`config.mk`:
```
export PLATFORM = sky130hd
export DESIGN_NAME = sgs_arith
export DESIGN_NICKNAME = d
export VERILOG_FILES = /design/src/design/sgs_pkg.sv /design/src/design/sgs_arith.sv
export SDC_FILE = /design/constraint.sdc
export NUM_CORES = 2
export LEC_CHECK = 0
export BUFFER_PORTS_ARGS = -buffer_cell sky130_fd_sc_hd__buf_2
export CORE_ASPECT_RATIO = 1.4
export CORE_MARGIN = 2
export CORE_UTILIZATION = 40
export CTS_BUF_LIST = sky130_fd_sc_hd__clkbuf_16
export CTS_CLUSTER_SIZE = 24
export DETAILED_ROUTE_END_ITERATION = 8
export GPL_TIMING_DRIVEN = 0
export PLACE_DENSITY = 0.55
export SKIP_LAST_GASP = 1
export SYNTH_ARGS = -nofsm -noshare
export SYNTH_HDL_FRONTEND = slang
export SYNTH_SLANG_ARGS = --single-unit
```
`constraint.sdc`:
```
create_clock -name clk_i -period 15.1 [get_ports clk_i]
set_clock_uncertainty 0.1 [all_clocks]
set_input_delay 0.755 -clock clk_i [delete_from_list [all_inputs] [get_ports clk_i]]
set_output_delay 0.755 -clock clk_i [all_outputs]
set_load 0.1 [all_outputs]
```
`src/design/sgs_pkg.sv`:
```
// Shared types, constants and helpers of the shell gravity source block.
// No dependencies.
package sgs_pkg;

  localparam int unsigned FracBitsDef = 40;
  localparam int unsigned ValW = 63;

  localparam logic [1:0] CfgGravConst   = 2'd0;
  localparam logic [1:0] CfgCentralMass = 2'd1;
  localparam logic [1:0] CfgEnergyMode  = 2'd2;

  // Operation codes of the shared arithmetic unit.
  typedef enum logic [1:0] {
    OP_MUL,
    OP_DIV
  } sgs_op_e;

  typedef struct packed {
    logic    start;
    sgs_op_e op;
    logic [63:0] a;
    logic [63:0] b;
    logic [63:0] lim;
  } sgs_req_t;

  typedef struct packed {
    logic        done;
    logic [63:0] res;
    logic        sat;
  } sgs_rsp_t;

  typedef enum logic [4:0] {
    ST_IDLE,
    ST_SQO,
    ST_CROSS,
    ST_SQI,
    ST_SUMS,
    ST_RATIO,
    ST_PART,
    ST_NUM,
    ST_ACCEL,
    ST_RHOA,
    ST_MOM,
    ST_ENERGY,
    ST_FINISH,
    ST_OUT
  } sgs_state_e;

  localparam logic [63:0] Max63 = 64'h7FFF_FFFF_FFFF_FFFF;
  localparam logic [63:0] NegLim = 64'h8000_0000_0000_0000;

  // Saturating add of two 63-bit magnitudes.
  function automatic logic [63:0] sat_add(input logic [63:0] x, input logic [63:0] y,
                                          output logic hit);
    logic [63:0] s;
    s = {1'b0, x[62:0]} + {1'b0, y[62:0]};
    hit = s[63];
    return s[63] ? Max63 : s;
  endfunction

endpackage

```
`src/design/sgs_arith.sv`:
```
// Shared multiply/divide unit: fixed point multiply by 16x64 partial products
// and restoring divide one quotient bit a cycle. Depends on sgs_pkg.
module sgs_arith #(
  parameter int unsigned FracBits = sgs_pkg::FracBitsDef
) (
  input  logic              clk_i,
  input  logic              rst_ni,
  input  sgs_pkg::sgs_req_t req_i,
  output sgs_pkg::sgs_rsp_t rsp_o
);

  localparam int unsigned CntW = 7;

  logic              busy_q, busy_d;
  sgs_pkg::sgs_op_e  op_q, op_d;
  logic [CntW-1:0]   cnt_q, cnt_d;
  logic [127:0]      acc_q, acc_d;
  logic [63:0]       a_q, a_d;
  logic [63:0]       b_q, b_d;
  logic [63:0]       lim_q, lim_d;
  logic [63:0]       rem_q, rem_d;
  logic [63:0]       lo_q, lo_d;
  logic [63:0]       quo_q, quo_d;
  logic              done_q, done_d;
  logic [63:0]       res_q, res_d;
  logic              sat_q, sat_d;

  logic [79:0]  pp;
  logic [63:0]  rem_sh;
  logic         top;

  always_comb begin
    pp      = a_q * {64'd0, b_q[15:0]};
    top     = rem_q[63];
    rem_sh  = {rem_q[62:0], lo_q[63]};
  end

  always_comb begin
    busy_d = busy_q;
    op_d   = op_q;
    cnt_d  = cnt_q;
    acc_d  = acc_q;
    a_d    = a_q;
    b_d    = b_q;
    lim_d  = lim_q;
    rem_d  = rem_q;
    lo_d   = lo_q;
    quo_d  = quo_q;
    done_d = 1'b0;
    res_d  = res_q;
    sat_d  = sat_q;
    if (req_i.start) begin
      busy_d = 1'b1;
      op_d   = req_i.op;
      a_d    = req_i.a;
      b_d    = req_i.b;
      lim_d  = req_i.lim;
      acc_d  = '0;
      cnt_d  = '0;
      rem_d  = req_i.a >> (64 - FracBits);
      lo_d   = req_i.a << FracBits;
      quo_d  = '0;
    end else if (busy_q) begin
      unique case (op_q)
        sgs_pkg::OP_MUL: begin
          // accumulate one 16-bit slice of b per cycle, least significant first
          acc_d = acc_q + ({48'd0, pp} << (7'(cnt_q[1:0]) << 4));
          b_d   = b_q >> 16;
          cnt_d = cnt_q + 1'b1;
          if (cnt_q == CntW'(3)) begin
            busy_d = 1'b0;
            done_d = 1'b1;
            if ((acc_d >> (64 + FracBits)) != 128'd0 ||
                128'(acc_d >> FracBits) > {64'd0, lim_q}) begin
              res_d = lim_q;
              sat_d = 1'b1;
            end else begin
              res_d = acc_d[FracBits +: 64];
              sat_d = 1'b0;
            end
          end
        end
        sgs_pkg::OP_DIV: begin
          if (cnt_q == '0 && rem_q >= b_q) begin
            busy_d = 1'b0;
            done_d = 1'b1;
            res_d  = lim_q;
            sat_d  = 1'b1;
          end else begin
            lo_d  = lo_q << 1;
            cnt_d = cnt_q + 1'b1;
            if (top || rem_sh >= b_q) begin
              rem_d = rem_sh - b_q;
              quo_d = {quo_q[62:0], 1'b1};
            end else begin
              rem_d = rem_sh;
              quo_d = {quo_q[62:0], 1'b0};
            end
            if (cnt_q == CntW'(63)) begin
              busy_d = 1'b0;
              done_d = 1'b1;
              sat_d  = quo_d > lim_q;
              res_d  = (quo_d > lim_q) ? lim_q : quo_d;
            end
          end
        end
        default: busy_d = 1'b0;
      endcase
    end
  end

  always_ff @(posedge clk_i or negedge rst_ni) begin
    if (!rst_ni) begin
      busy_q <= 1'b0;
      done_q <= 1'b0;
      op_q   <= sgs_pkg::OP_MUL;
      cnt_q  <= '0;
    end else begin
      busy_q <= busy_d;
      done_q <= done_d;
      op_q   <= op_d;
      cnt_q  <= cnt_d;
    end
  end

  always_ff @(posedge clk_i) begin
    acc_q <= acc_d;
    a_q   <= a_d;
    b_q   <= b_d;
    lim_q <= lim_d;
    rem_q <= rem_d;
    lo_q  <= lo_d;
    quo_q <= quo_d;
    res_q <= res_d;
    sat_q <= sat_d;
  end

  assign rsp_o = '{done: done_q, res: res_q, sat: sat_q};

  a_done_ends_busy: assert property (@(posedge clk_i) disable iff (!rst_ni)
    done_q |-> !busy_q) else $error("done while busy");
  a_sat_bounded: assert property (@(posedge clk_i) disable iff (!rst_ni)
    done_q |-> res_q <= lim_q) else $error("result above limit");
  a_cnt_range: assert property (@(posedge clk_i) disable iff (!rst_ni)
    busy_q |-> cnt_q <= CntW'(63)) else $error("count out of range");

endmodule
```
==> impl_metrics.py <==
metrics = {
    "drt": {
        "vias_per_cell": 5.57,
        "firstDrtPassIters": 5,
        "post_drt_wl_per_cell_um": 25.9,
        "drt-initial-drc-count": 4378,
        "num_vias": 61700,
        "drc": 0,
        "final_antenna_net_count": 0,
        "wl_um": 287000,
    },
    "worst_hold_path": {
        "hp-class": "in2reg",
        "min_to": "lim_q[2]$_DFFE_PP_",
        "min_path_cells": 1,
        "hold_path_startpoint": "req_i[2]",
    },
    "critical_path": {
        "start_kind": "register",
        "critPathMaxFanout": 10,
        "critPathArrivalTime_ns": 15.31,
        "crit_path_max_incr_delay_ns": 0.64,
        "critPathSlowestCell": "or4b_2",
        "regToRegEndpoint": "res_q[36]$_DFFE_PP_",
        "worstPathRequired_ns": 15.42,
        "critPathKind": "reg2reg",
        "cp_common_cell": "fa_1",
        "r2r_cells": 53,
        "r2r_slack_ns": 0.10,
        "r2r_start": "b_q[10]$_DFFE_PP_",
        "cp-end-kind": "register",
    },
    "global_route": {
        "grt_pass1_vias": 65100,
        "grt_pass1_wl_um": 425000,
        "grt_max_degree": 91,
        "grt_usage_pct": 31.9,
        "antenna_found_initial": 15,
        "overflow": 0,
    },
    "yosys": {
        "synth_top_flop_cell": "edfxtp_1",
        "ys_seq_area_share_pct": 20.2,
        "synth_edf_count": 321,
        "syn-instance-count": 8284,
        "syn_nets": 9888,
        "ys.warnings.count": 0,
        "synthArstFlopShare_pct": 2.01,
        "syn_area_um2": 70500,
        "syn_avg_cell_area_um2": 8.51,
        "synth_cell_types": 99,
        "ys_seq_elements": 547,
    },
    "floorplanning": {
        "die_w_um": 359,
        "die_area_um2": 180000,
        "io_pins": 263,
        "rows": 182,
        "die_h_um": 501,
        "initial_core_util_pct": 40.2,
        "core_area_um2": 175000,
    },
    "clock_network": {
        "clock_sinks": 547,
        "h-tree-depth": 3,
        "insertion_delay_ns": 0.72,
        "clock_path_buffers": 3,
        "cts_tree": "built",
        "clkSlewWorstSetupHoldPaths_ns": 0.06,
        "cts_buffers": 67,
        "clockRootBuffer": "clkbuf_16",
    },
    "flow_run": {
        "maxCapViolCount": 1,
    },
    "placement": {
        "dp_hpwl_um": 239000,
        "io_buffers": 262,
        "gp_congestion": 1.01,
        "post-place-ws_ns": -4.04,
    },
    "sta": {
        "max_slew_margin_pct": -8.07,
        "min_period_ns": 15.00,
        "worst_pin_slew_ns": 1.62,
        "finalMaxSlewViolations": 7,
        "whs_ns": 0.106,
        "setup_ws_ns": 0.102,
        "finalSetupViolCount": 0,
        "max_freq_mhz": 66.7,
        "hold_viol_final": 0,
        "fin_crit_sh_pct": 99.3,
    },
    "layout": {
        "layout.nets": 10300,
        "post-route-util_pct": 45.5,
        "drive_gt1_share_pct": 10.8,
        "area_delta_synth_final_pct": 13.2,
    },
    "run_status": {
        "violations": "max-capacitance violations, max-slew violations",
        "status": "finished, violations left",
    },
}
==> layer usage <==
layer  up-vias  wire, um  GRT usage (%)  part of all wire, %
met2      2173    141000           56.0                   49
met5         -        40              0                0.014
met4         6     25100           22.7                  8.7
met3       789     16400           5.14                  5.7
met1     30700    104000           35.2                   36
li1      28100         -              -                    -
==> worst max-delay path, delay by kind of cell (launching register included) <==
kind                       cells  cell delay (ns)
buffers and inverters          8             1.63
muxes                          1             0.34
and+or+nand+nor               14             2.69
xor gates and xnor gates       2             0.71
DFF                            1             0.33
adders and majority gates      9             4.34
AOI/OAI and AO/OA             19             4.51
==> synth_stat cells (10+ instances only) <==
master / instances / share of area, %
a211o_1: 10 / 0.12
a211oi_1: 54 / 0.57
a21boi_0: 15 / 0.16
a21o_1: 230 / 2.4
a21oi_1: 620 / 4.4
a221o_1: 69 / 0.98
a221oi_1: 13 / 0.16
a311oi_1: 11 / 0.14
a31oi_1: 38 / 0.34
and2_1: 435 / 3.9
and3_1: 35 / 0.31
and4_1: 10 / 0.12
buf_1: 14 / 0.075
buf_2: 15 / 0.11
buf_6: 14 / 0.22
clkbuf_1: 396 / 2.1
dfrtp_1: 11 / 0.39
dfxtp_1: 215 / 6.1
edfxtp_1: 321 / 14
fa_1: 868 / 25
ha_1: 539 / 9.6
inv_1: 1124 / 6.0
mux2_2: 35 / 0.56
mux2i_1: 35 / 0.50
nand2_1: 1462 / 7.8
nand2b_1: 53 / 0.47
nand3_1: 68 / 0.48
nand4_1: 133 / 1.2
nor2_1: 371 / 2.0
nor2b_1: 62 / 0.55
nor3_1: 67 / 0.48
nor4_1: 22 / 0.20
o211ai_1: 31 / 0.33
o21a_1: 42 / 0.45
o21ai_0: 325 / 2.3
o21ai_1: 15 / 0.11
o21bai_1: 54 / 0.57
o22ai_1: 21 / 0.19
o31ai_1: 27 / 0.29
or3_1: 17 / 0.15
xnor2_1: 127 / 1.6
xor2_1: 124 / 1.5
==> per-stage QoR <==
stage	setup TNS (ns)	std cells	instance area [um2]
after floorplan	0	8284	70500
after global placement	-314.18	10800	74700
after detailed placement	-259.37	10900	74900
after CTS	0	11000	78700
after global routing	-0.774	11100	79800
final	0	11100	79800
==> how the worst max path moves through the flow <==
stage                 startpoint                   to  slack (ns)  cells after the start
2_1_floorplan   b_q[6]$_DFFE_PP_  res_q[10]$_DFFE_PP_        2.29                     56
3_3_place_gp    b_q[5]$_DFFE_PP_  res_q[47]$_DFFE_PP_       -4.89                     53
3_5_place_dp    b_q[5]$_DFFE_PP_  res_q[47]$_DFFE_PP_       -4.04                     55
4_1_cts         b_q[6]$_DFFE_PP_  res_q[25]$_DFFE_PP_       0.007                     58
5_1_grt        b_q[12]$_DFFE_PP_  res_q[36]$_DFFE_PP_       -0.04                     56
6_report       b_q[10]$_DFFE_PP_  res_q[36]$_DFFE_PP_        0.10                     53
==> final cells by class <==
| cell class | count | area, um2 |
|---|---|---|
| clock inverter | 55 | 561 |
| multi-input combinational | 6168 | 51700 |
| tap | 2300 | 2880 |
| timing repair buffer | 386 | 2380 |
| antenna | 11 | 27.5 |
| clock buffer | 68 | 1700 |
| sequential | 547 | 14200 |
| buffer | 414 | 2130 |
| fill | 17500 | 95500 |
| inverter | 1126 | 4230 |
==> registers in the layout, summed over array words and instances, names as in the netlist <==
name	count
b_q	64
busy_q	1
cnt_q	7
sat_q	1
acc_q	128
lo_q	24
lim_q	64
a_q	64
rem_q	64
res_q	64
done_q	1
quo_q	63
op_q	2
==> cells in the final DEF, fill, tap and decap left out, types with 226 or more instances in the layout <==
cell and count:
a21o_1 228, a21oi_1 591, and2_1 435, buf_2 285, clkbuf_1 226, edfxtp_1 321
fa_1 865, ha_1 508, inv_1 1134, nand2_1 1455, nor2_1 358, o21ai_0 294
==> kinds of logic after synthesis <==
group | synth area share [%]
adders and majority gates | 34.2
xor gates and xnor gates | 3.12
AOI/OAI and AO/OA | 14.9
and+or+nand+nor | 18.0
buffers and inverters | 8.56
DFF | 20.2
muxes | 1.09
==> what timing repair did <==
action,4_1_cts,5_1_grt
gates cloned,6,3
pin swaps,30,56
setup endpoints to repair,67,65
buffers inserted,51,55
resized for setup,348,234
endpoints found under the hold margin,11,0
hold buffers,1,0
Power is not shown: default switching activity piles up to over one toggle a cycle in this logic, so the estimate is an artifact.
